File: src/sv/microwire_serial_eeprom_defines.svh
// ---------------------------------------------------------------------------
// microwire serial eeprom assertion macros
// shared concurrent assertion forms, sampled on clk, off during reset
// ---------------------------------------------------------------------------
`ifndef MICROWIRE_SERIAL_EEPROM_DEFINES_SVH
`define MICROWIRE_SERIAL_EEPROM_DEFINES_SVH

// same-cycle implication
`define MSE_ASSERT_IMP(label, ante, cons, msg) \
  label: assert property (@(posedge clk) disable iff (!rst_n) (ante) |-> (cons)) \
    else $error(msg);

// next-cycle implication
`define MSE_ASSERT_NXT(label, ante, cons, msg) \
  label: assert property (@(posedge clk) disable iff (!rst_n) (ante) |=> (cons)) \
    else $error(msg);

`endif

File: src/sv/mse_pkg.sv
// ---------------------------------------------------------------------------
// mse_pkg
// types and constants shared by the microwire serial eeprom modules
// ---------------------------------------------------------------------------
`default_nettype none

package mse_pkg;

  localparam int DEF_WORD_COUNT = 64;
  localparam int CMD_BITS       = 9;
  localparam int DATA_BITS      = 16;
  localparam int ADDR_BITS      = 6;

  localparam int PA_MODE_BIT = 0;
  localparam int PA_DIN_BIT  = 5;
  localparam int PA_SEL_BIT  = 6;
  localparam int PA_CLK_BIT  = 7;

  localparam logic [15:0] ERASED_WORD = 16'hFFFF;
  localparam logic [7:0]  PB_CTRL_HI  = 8'hC0;
  localparam logic [7:0]  PB_FIXED    = 8'h10;
  localparam logic [7:0]  PB_DOUT     = 8'h20;
  localparam logic [7:0]  PB_IN_MASK  = 8'h0F;

  localparam logic [1:0] OP_EXT   = 2'b00;
  localparam logic [1:0] OP_WRITE = 2'b01;
  localparam logic [1:0] OP_READ  = 2'b10;
  localparam logic [1:0] OP_ERASE = 2'b11;

  localparam logic [1:0] SUB_EWDS = 2'b00;
  localparam logic [1:0] SUB_WRAL = 2'b01;
  localparam logic [1:0] SUB_ERAL = 2'b10;
  localparam logic [1:0] SUB_EWEN = 2'b11;

  typedef struct packed {
    logic       req_type;
    logic [7:0] port_a_value;
    logic [7:0] cabinet_inputs;
  } mse_in_item_t;

  typedef struct packed {
    logic [7:0] port_b_value;
    logic       data_out_line;
  } mse_out_item_t;

  typedef struct packed {
    logic capture;
    logic exec;
    logic load_read;
    logic fill;
    logic load_out;
  } mse_cmd_t;

  typedef struct packed {
    logic need_read;
    logic need_fill;
    logic fill_last;
  } mse_status_t;

endpackage

`default_nettype wire

File: src/sv/mse_stream_if.sv
// ---------------------------------------------------------------------------
// mse_stream_if
// valid/ready channel carrying one item of a given payload type
// ---------------------------------------------------------------------------
`default_nettype none

interface mse_stream_if #(
  parameter type payload_t = logic
);
  logic     valid;
  logic     ready;
  payload_t data;

  modport source (output valid, output data, input ready);
  modport sink   (input valid, input data, output ready);
endinterface

`default_nettype wire

File: src/sv/mse_ctrl.sv
// ---------------------------------------------------------------------------
// mse_ctrl
// sequencer: accept, execute, optional read load or store fill, respond
// ---------------------------------------------------------------------------
`default_nettype none
`include "microwire_serial_eeprom_defines.svh"

module mse_ctrl (
  input  wire logic                clk,
  input  wire logic                rst_n,
  input  wire logic                in_valid,
  output logic                     in_ready,
  output logic                     out_valid,
  input  wire logic                out_ready,
  input  wire mse_pkg::mse_status_t st,
  output mse_pkg::mse_cmd_t        cmd
);
  import mse_pkg::*;

  typedef enum logic [2:0] {
    S_IDLE,
    S_EXEC,
    S_RDLOAD,
    S_FILL,
    S_RESP
  } state_t;

  state_t state_r;
  logic   out_valid_r;
  logic   out_free;

  assign out_free  = !out_valid_r || out_ready;
  assign in_ready  = (state_r == S_IDLE);
  assign out_valid = out_valid_r;

  always_comb begin
    cmd           = '0;
    cmd.capture   = in_valid && (state_r == S_IDLE);
    cmd.exec      = (state_r == S_EXEC);
    cmd.load_read = (state_r == S_RDLOAD);
    cmd.fill      = (state_r == S_FILL);
    cmd.load_out  = (state_r == S_RESP) && out_free;
  end

  always_ff @(posedge clk) begin
    if (!rst_n) begin
      state_r     <= S_IDLE;
      out_valid_r <= 1'b0;
    end else begin
      if (cmd.load_out) begin
        out_valid_r <= 1'b1;
      end else if (out_ready) begin
        out_valid_r <= 1'b0;
      end
      unique case (state_r)
        S_IDLE: begin
          if (in_valid) begin
            state_r <= S_EXEC;
          end
        end
        S_EXEC: begin
          if (st.need_read) begin
            state_r <= S_RDLOAD;
          end else if (st.need_fill) begin
            state_r <= S_FILL;
          end else begin
            state_r <= S_RESP;
          end
        end
        S_RDLOAD: begin
          state_r <= S_RESP;
        end
        S_FILL: begin
          if (st.fill_last) begin
            state_r <= S_RESP;
          end
        end
        S_RESP: begin
          if (out_free) begin
            state_r <= S_IDLE;
          end
        end
        default: begin
          state_r <= S_IDLE;
        end
      endcase
    end
  end

  `MSE_ASSERT_NXT(a_accept_exec, in_valid && in_ready, state_r == S_EXEC, "accept not executed")
  `MSE_ASSERT_NXT(a_fill_holds, state_r == S_FILL && !st.fill_last, state_r == S_FILL, "fill cut short")
  `MSE_ASSERT_NXT(a_resp_out, state_r == S_RESP && out_free, out_valid_r && state_r == S_IDLE, "result lost")
  `MSE_ASSERT_IMP(a_no_overwrite, cmd.load_out, !out_valid_r || out_ready, "result overwritten")

endmodule

`default_nettype wire

File: src/sv/mse_datapath.sv
// ---------------------------------------------------------------------------
// mse_datapath
// port state, command shifter, read/write shifters and the word store
// ---------------------------------------------------------------------------
`default_nettype none

module mse_datapath #(
  parameter int WORD_COUNT = mse_pkg::DEF_WORD_COUNT
) (
  input  wire logic                  clk,
  input  wire logic                  rst_n,
  input  wire mse_pkg::mse_in_item_t in_data,
  input  wire mse_pkg::mse_cmd_t     cmd,
  output mse_pkg::mse_status_t       st,
  output mse_pkg::mse_out_item_t     out_data
);
  import mse_pkg::*;

  localparam int AW = $clog2(WORD_COUNT);

  mse_in_item_t  item_r;
  mse_out_item_t out_r;

  logic        we_r, we_nxt;
  logic        mode_r, mode_nxt;
  logic        lclk_r, lclk_nxt;
  logic        dout_r, dout_nxt;
  logic [8:0]  sh_r, sh_nxt;
  logic [3:0]  cnt_r, cnt_nxt;
  logic [4:0]  rbl_r, rbl_nxt;
  logic [15:0] rw_r;
  logic [4:0]  wbl_r, wbl_nxt;
  logic [15:0] ww_r, ww_nxt;
  logic [5:0]  wa_r, wa_nxt;
  logic        wall_r, wall_nxt;
  logic [AW-1:0] fill_idx_r;

  logic [15:0] mem [WORD_COUNT];
  logic [WORD_COUNT-1:0] valid_r;
  logic [15:0] rd_data_r;
  logic        rd_valid_r;

  logic [7:0]    pa;
  logic          din, sel, pclk;
  logic [8:0]    sh_n;
  logic [3:0]    cnt_n;
  logic          wr_en, clr_all, need_read, need_fill;
  logic [AW-1:0] wr_addr, rd_addr;
  logic [15:0]   wr_data;
  logic [7:0]    pb;

  always_comb begin
    pa   = item_r.port_a_value;
    din  = pa[PA_DIN_BIT];
    sel  = pa[PA_SEL_BIT];
    pclk = pa[PA_CLK_BIT];
    sh_n  = {sh_r[7:0], din};
    cnt_n = cnt_r + 4'd1;

    we_nxt   = we_r;
    mode_nxt = mode_r;
    lclk_nxt = lclk_r;
    dout_nxt = dout_r;
    sh_nxt   = sh_r;
    cnt_nxt  = cnt_r;
    rbl_nxt  = rbl_r;
    wbl_nxt  = wbl_r;
    ww_nxt   = ww_r;
    wa_nxt   = wa_r;
    wall_nxt = wall_r;

    wr_en     = 1'b0;
    wr_addr   = wa_r[AW-1:0];
    wr_data   = ww_r;
    clr_all   = 1'b0;
    rd_addr   = sh_n[AW-1:0];
    need_read = 1'b0;
    need_fill = 1'b0;

    if (!item_r.req_type) begin
      mode_nxt = pa[PA_MODE_BIT];
      lclk_nxt = pclk;
      if (!sel) begin
        sh_nxt   = '0;
        cnt_nxt  = '0;
        rbl_nxt  = '0;
        wbl_nxt  = '0;
        dout_nxt = 1'b1;
      end else if (pclk && !lclk_r) begin
        if (rbl_r != 5'd0) begin
          rbl_nxt  = rbl_r - 5'd1;
          dout_nxt = rw_r[rbl_nxt[3:0]];
        end else if (wbl_r != 5'd0) begin
          ww_nxt  = {ww_r[14:0], din};
          wbl_nxt = wbl_r - 5'd1;
          if (wbl_r == 5'd1) begin
            dout_nxt = 1'b1;
            if (we_r) begin
              if (wall_r) begin
                need_fill = 1'b1;
              end else begin
                wr_en   = 1'b1;
                wr_addr = wa_r[AW-1:0];
                wr_data = ww_nxt;
              end
            end
          end
        end else if (cnt_n < 4'(CMD_BITS)) begin
          sh_nxt  = sh_n;
          cnt_nxt = (cnt_n == 4'd1 && !din) ? 4'd0 : cnt_n;
        end else begin
          sh_nxt  = '0;
          cnt_nxt = '0;
          case (sh_n[7:6])
            OP_READ: begin
              need_read = 1'b1;
              rbl_nxt   = 5'(DATA_BITS);
              dout_nxt  = 1'b0;
            end
            OP_WRITE: begin
              wa_nxt   = sh_n[5:0];
              wall_nxt = 1'b0;
              wbl_nxt  = 5'(DATA_BITS);
              ww_nxt   = '0;
            end
            OP_ERASE: begin
              if (we_r) begin
                wr_en   = 1'b1;
                wr_addr = sh_n[AW-1:0];
                wr_data = ERASED_WORD;
              end
            end
            default: begin
              case (sh_n[5:4])
                SUB_EWEN: we_nxt = 1'b1;
                SUB_EWDS: we_nxt = 1'b0;
                SUB_ERAL: clr_all = we_r;
                default: begin
                  wall_nxt = 1'b1;
                  wbl_nxt  = 5'(DATA_BITS);
                  ww_nxt   = '0;
                end
              endcase
            end
          endcase
        end
      end
    end
  end

  assign st.need_read = need_read;
  assign st.need_fill = need_fill;
  assign st.fill_last = (fill_idx_r == AW'(WORD_COUNT - 1));

  always_ff @(posedge clk) begin
    if (!rst_n) begin
      we_r   <= 1'b0;
      mode_r <= 1'b0;
      lclk_r <= 1'b0;
      dout_r <= 1'b1;
      sh_r   <= '0;
      cnt_r  <= '0;
      rbl_r  <= '0;
      rw_r   <= '0;
      wbl_r  <= '0;
      ww_r   <= '0;
      wa_r   <= '0;
      wall_r <= 1'b0;
    end else if (cmd.exec) begin
      we_r   <= we_nxt;
      mode_r <= mode_nxt;
      lclk_r <= lclk_nxt;
      dout_r <= dout_nxt;
      sh_r   <= sh_nxt;
      cnt_r  <= cnt_nxt;
      rbl_r  <= rbl_nxt;
      wbl_r  <= wbl_nxt;
      ww_r   <= ww_nxt;
      wa_r   <= wa_nxt;
      wall_r <= wall_nxt;
    end else if (cmd.load_read) begin
      rw_r <= rd_valid_r ? rd_data_r : ERASED_WORD;
    end
  end

  always_ff @(posedge clk) begin
    if (cmd.capture) begin
      item_r <= in_data;
    end
    if (cmd.exec && need_fill) begin
      fill_idx_r <= '0;
    end else if (cmd.fill) begin
      fill_idx_r <= fill_idx_r + AW'(1);
    end
    if (cmd.load_out) begin
      out_r.port_b_value  <= pb;
      out_r.data_out_line <= dout_r;
    end
  end

  // word store, unwritten words read as erased
  always_ff @(posedge clk) begin
    if (cmd.exec && wr_en) begin
      mem[wr_addr] <= wr_data;
    end else if (cmd.fill) begin
      mem[fill_idx_r] <= ww_r;
    end
    rd_data_r  <= mem[rd_addr];
    rd_valid_r <= valid_r[rd_addr];
  end

  always_ff @(posedge clk) begin
    if (!rst_n) begin
      valid_r <= '0;
    end else if (cmd.exec && clr_all) begin
      valid_r <= '0;
    end else if (cmd.exec && wr_en) begin
      valid_r[wr_addr] <= 1'b1;
    end else if (cmd.fill) begin
      valid_r[fill_idx_r] <= 1'b1;
    end
  end

  always_comb begin
    if (mode_r) begin
      pb = PB_CTRL_HI | (dout_r ? PB_DOUT : 8'h00) | PB_FIXED
         | (item_r.cabinet_inputs & PB_IN_MASK);
    end else begin
      pb = item_r.cabinet_inputs;
    end
  end

  assign out_data = out_r;

endmodule

`default_nettype wire

File: src/sv/microwire_serial_eeprom.sv
// ---------------------------------------------------------------------------
// microwire_serial_eeprom
// 64x16 serial eeprom behind a bit-banged port a / port b pair
// ---------------------------------------------------------------------------
// channel   dir  payload
// in_chan   in   req_type, port_a_value, cabinet_inputs
// out_chan  out  port_b_value, data_out_line
//
// one item at a time: accept, execute, then load the result; a read command adds a
// read load step and a completing write-all a fill (walks the store one word a cycle)
// reset is synchronous; the store reads as all ones with no clearing pass
// a waiting result does not block the next accept; a stalled result holds
// ---------------------------------------------------------------------------
`default_nettype none

module microwire_serial_eeprom #(
  parameter int WORD_COUNT = mse_pkg::DEF_WORD_COUNT
) (
  input wire logic   clk,
  input wire logic   rst_n,
  mse_stream_if.sink   in_chan,
  mse_stream_if.source out_chan
);
  import mse_pkg::*;

  mse_cmd_t      cmd;
  mse_status_t   st;
  mse_out_item_t out_data;
  logic          in_ready;
  logic          out_valid;

  mse_ctrl u_ctrl (
    .clk       (clk),
    .rst_n     (rst_n),
    .in_valid  (in_chan.valid),
    .in_ready  (in_ready),
    .out_valid (out_valid),
    .out_ready (out_chan.ready),
    .st        (st),
    .cmd       (cmd)
  );

  mse_datapath #(
    .WORD_COUNT (WORD_COUNT)
  ) u_datapath (
    .clk      (clk),
    .rst_n    (rst_n),
    .in_data  (in_chan.data),
    .cmd      (cmd),
    .st       (st),
    .out_data (out_data)
  );

  assign in_chan.ready  = in_ready;
  assign out_chan.valid = out_valid;
  assign out_chan.data  = out_data;

endmodule

`default_nettype wire

File: src/flat_wrapper.sv
// flat-port wrapper written by rule: the top's interface ports become plain ports
module microwire_serial_eeprom_flat import mse_pkg::*;
#(
  parameter int WORD_COUNT = mse_pkg::DEF_WORD_COUNT
)
  (clk, rst_n, in_chan_valid, in_chan_data, in_chan_ready, out_chan_valid, out_chan_data, out_chan_ready);
  mse_stream_if #(.payload_t(mse_in_item_t)) in_chan_i ();
  mse_stream_if #(.payload_t(mse_out_item_t)) out_chan_i ();
  input wire logic clk;
  input wire logic rst_n;
  input wire logic [$bits(in_chan_i.valid)-1:0] in_chan_valid;
  input wire logic [$bits(in_chan_i.data)-1:0] in_chan_data;
  output wire logic [$bits(in_chan_i.ready)-1:0] in_chan_ready;
  output wire logic [$bits(out_chan_i.valid)-1:0] out_chan_valid;
  output wire logic [$bits(out_chan_i.data)-1:0] out_chan_data;
  input wire logic [$bits(out_chan_i.ready)-1:0] out_chan_ready;
  assign in_chan_i.valid = in_chan_valid;
  assign in_chan_i.data = in_chan_data;
  assign in_chan_ready = in_chan_i.ready;
  assign out_chan_valid = out_chan_i.valid;
  assign out_chan_data = out_chan_i.data;
  assign out_chan_i.ready = out_chan_ready;
  microwire_serial_eeprom #(.WORD_COUNT(WORD_COUNT)) u_core (.clk(clk), .rst_n(rst_n), .in_chan(in_chan_i), .out_chan(out_chan_i));
endmodule
File: config.mk
export PLATFORM = sky130hd
export DESIGN_NAME = microwire_serial_eeprom_flat
export DESIGN_NICKNAME = d
export VERILOG_FILES = /design/src/sv/mse_pkg.sv /design/src/sv/mse_stream_if.sv /design/src/sv/mse_ctrl.sv /design/src/sv/mse_datapath.sv /design/src/sv/microwire_serial_eeprom.sv /design/src/flat_wrapper.sv
export VERILOG_INCLUDE_DIRS = /design/src /design/src/sv
export SDC_FILE = /design/constraint.sdc
export NUM_CORES = 1
export LEC_CHECK = 0
export BUFFER_PORTS_ARGS = -buffer_cell sky130_fd_sc_hd__buf_4
export CAP_MARGIN = 20
export CORE_MARGIN = 2
export CORE_UTILIZATION = 35
export DETAILED_ROUTE_END_ITERATION = 8
export GPL_TIMING_DRIVEN = 0
export HOLD_SLACK_MARGIN = 0.02
export SLEW_MARGIN = 5
export SYNTH_ARGS = -nofsm -noshare
export SYNTH_HDL_FRONTEND = slang
export SYNTH_SLANG_ARGS = --single-unit
File: constraint.sdc
create_clock -name clk -period 8.1 [get_ports clk]
set_input_delay 1.215 -clock clk [delete_from_list [all_inputs] [get_ports clk]]
set_output_delay 1.215 -clock clk [all_outputs]
set_load 0.05 [all_outputs]
==> reports/qor.txt <==
I/O Buffers: 26
Placer congestion estimate: 0.9441
Seq. cell area: 0.03451 sq mm
Layout cells sized above 1: 29.97%
Tcrit/Tclk final: 63.76%
Clock transition at path regs: 0.06 ns
Pre-CTS setup slack: 2.957 ns
Pins Over Slew Limit: 0
Cell accounting for the most synthesized area: edfxtp_1
Post-CTS sizing: 0
Status: complete, no violations
Flop pwr share: 52.3%
Latest clock arrival within the worst-skew pair: 0.76 ns
Initial Util: 35.36%
CTS tree: yes
DIE HEIGHT: 371.6 um
Multi-input logic area: 0.01238 sq mm
Post-placement cell area: 0.05109 sq mm
Fillers: 11680
Clock buffer depth: 3
Worst EP required: 8.46 ns
Maximum Capacitance Violations: 0
TritonCTS Buffers: 130
Dpl cells: 4250
Hold Slack: 0.4247 ns
Layout area overhead: 16.91%
Share of Yosys cell area claimed by the top area cell type: 66.40%
P per Cell Area: 230.1 mW/mm^2
Final hold vios: 0
Util after Layout: 41.33%
Final routed DRC violation total: 0
Share of the yosys chip area belonging to registers: 72.96%
Number of library cell types mapped by synthesis: 81
Cell Int Power: 10.01 mW
Final net count: 2647
Antenna-violating nets left: 0
Switch Pwr: 2.710 mW
Final setup viols: 0
Kind of critical path: reg -> reg
Post-CTS Setup Bufs: 0
FP Rows: 134
Slew at the pin closest to its max-slew limit: 1.232 ns
Die W: 371.6 um
Post-synthesis average cell area: 19.83 sq um
First-pass GRT wire length: 180900 um
Area of the die: 0.1381 sq mm
Total Wirelength: 126600 um
Syn Inst Count: 2386
GRT overflow: 0
Startpoint Class: register
CP startpoint: u_core.u_datapath.rbl_r[0]
Wire per inst: 28.22 um
# H-tree levels: 4
Core area: 0.1338 sq mm
Total clock sinks: 1201
GRT Total Usage: 18.40%
Final setup TNS: 0 ns
Critical Path Sink Type: register
Relative slew slack: 17.84%
Critical path arrival: 5.52 ns
Peak Freq: 0.1936 GHz
DRT iter0 DRCs: 2843
Adder-Cell Fraction of Synth Area: 0.2645%
Leakage power: 17.08 nW
Clk pwr share: 45.1%
DRT Pass-1 Iters: 7
Simple-gate share of the synthesized area: 4.145%
Post-synth EDFFs: 1046
Synth Warn #: 0
Asr flop ratio synth: 0%
Minimum clock period: 5.165 ns
Final Cell Area: 0.05530 sq mm
Vias in the first global route: 25220
Worst-case vdd ir drop: 0.1890 mV
Synth top area cells: edfxtp_1 (66%), mux4_2 (17%), dfxtp_1 (6.6%)
Largest net degree at the start of global routing: 65
Net Count, Synth: 2417
Clock Root Buffer: clkbuf_16
Finished Layout Cells: 4485
Layout Skew: 0.04481 ns
Drt via density: 5.532
Initial antenna violation count: 9
Total power: 12.72 mW
Critical path peak fanout: 16
RSZ-0062 raised after global routing: no
Complex-gate fraction of the synthesized area: 3.319%
Critical R2R Launch: u_core.u_datapath.rbl_r[0]
I/O pin total: 32
Largest family of logic cells by synthesized area: multiplexers
Worst Hold Class: reg -> reg
Post-Syn Area: 0.04730 sq mm
Hold-fix buffers, CTS: 0
XOR/XNOR Fraction of Synth Area: 0.2037%
Multiplexer share of the synthesized area: 17.60%
Top_reg_cell synth: edfxtp_1
DR vias: 24810
Combinational share of power: 2.7%
Final Worst Setup Slack: 2.935 ns
Net Sw Frac: 21.30%
Register bit total from synthesis: 1201
Dpl hpwl: 86620 um
HP Start: u_core.u_datapath.item_r[2]
==> synth_stat cells (4+ instances only) <==
master    number
nor2_1       186
o21ai_1        9
edfxtp_1    1046
a31oi_1        4
nand4_1       16
nand2_1       73
a221oi_1      31
xor2_1         4
and3_1         5
buf_1         10
xnor2_1        7
a22oi_1       24
buf_2         39
a21oi_1       34
ha_1          10
nor2b_1        7
and2_1         8
o31ai_1        6
nand2b_1       7
nor3b_1        9
a21oi_2        4
inv_1         35
mux4_2       361
or4b_2         4
a311oi_1      16
clkbuf_1      88
a211oi_1       6
o22a_1        13
mux2i_1       16
nor3_1        20
o21ai_0       28
nand3_1       23
nand3b_1       7
dfxtp_1      155
or3_1          9
==> cell type report <==
| class | count | area share (%) |
|---|---|---|
| multi-input cells | 1009 | 22.38 |
| inverters | 37 | 0.2511 |
| repair buffers | 98 | 2.337 |
| clock buffers | 161 | 6.186 |
| clock inverters | 71 | 1.389 |
| well taps | 1768 | 4.000 |
| plain buffers | 139 | 1.041 |
| diodes | 1 | 0.004525 |
| flip-flops and latches | 1201 | 62.41 |
==> cells by family (layout without fill, tap and decap cells) <==
| kind of cell | after synthesis | count (layout) |
|---|---|---|
| AOI/OAI and AO/OA | 207 | 207 |
| xor gates and xnor gates | 11 | 11 |
| adders and majority gates | 10 | 10 |
| buffers and inverters | 176 | 506 |
| DFF | 1201 | 1201 |
| muxes | 380 | 380 |
| other | 0 | 1 |
| and+or+nand+nor | 401 | 401 |
==> metal layers <==
layer	GRT usage, %	up-vias	wire length, um
li1	-	10330	-
met1	25.85	13340	54330
met2	29.47	972	60880
met3	2.888	172	8023
met4	5.738	2	3344
met5	0	-	13
==> worst max-delay path, stage by stage (launching register included) <==
cell      delay (ns)
dfxtp_1         0.30
clkbuf_1        0.25
inv_1           0.16
ha_1            0.23
nor4b_4         0.43
nand4_1         0.25
a21oi_2         0.36
mux2i_1         0.85
nand3b_4        0.24
or3_1           0.37
clkbuf_1        0.42
nor2_2          0.88
==> power groups by stage <==
stage / registers (mW) / logic, mW / clock network [mW]
final: 6.65 / 0.340 / 5.73
after global routing: 6.65 / 0.359 / 6.08
after CTS: 6.65 / 0.344 / 5.83
after detailed placement: 6.78 / 0.342 / 0
after global placement: 6.78 / 0.337 / 0
after floorplan: 6.78 / 0.219 / 0
==> path summary, 6_finish.rpt <==
path / to / slack (ns) / cells past startpoint
max: u_core.u_datapath.mem[29][12] / 2.94 / 11
min: u_core.u_datapath.out_data[3] / 0.42 / 0
max reg2reg: u_core.u_datapath.mem[29][12] / 2.94 / 11
min reg2reg: u_core.u_datapath.out_data[3] / 0.42 / 0
==> layout by cell type, fill, tap and decap left out, drive strengths merged, types with 10 or more instances in the layout <==
cell type,instances
a311oi,16
nor2,186
a22oi,24
inv,41
mux2i,16
o21ai,39
edfxtp,1046
a221oi,31
o22a,13
buf,147
clkbuf,251
mux4,361
dfxtp,155
clkinv,52
ha,10
nand3,27
a21oi,39
nor3,22
nand4,17
nand2,73
clkinvlp,10
==> state kept, by name, summed over array words and instances, names as in the netlist, 3 cells and up <==
name                          count
u_core.u_ctrl.state_r             3
u_core.u_datapath.cnt_r           4
u_core.u_datapath.fill_idx_r      6
u_core.u_datapath.item_r          9
u_core.u_datapath.mem          1024
u_core.u_datapath.out_data        9
u_core.u_datapath.pa              4
u_core.u_datapath.rbl_r           5
u_core.u_datapath.rd_data_r      16
u_core.u_datapath.rw_r           16
u_core.u_datapath.sh_r            7
u_core.u_datapath.valid_r        64
u_core.u_datapath.wa_r            6
u_core.u_datapath.wbl_r           5
u_core.u_datapath.ww_r           16
Power figures use the tool's default switching activity.
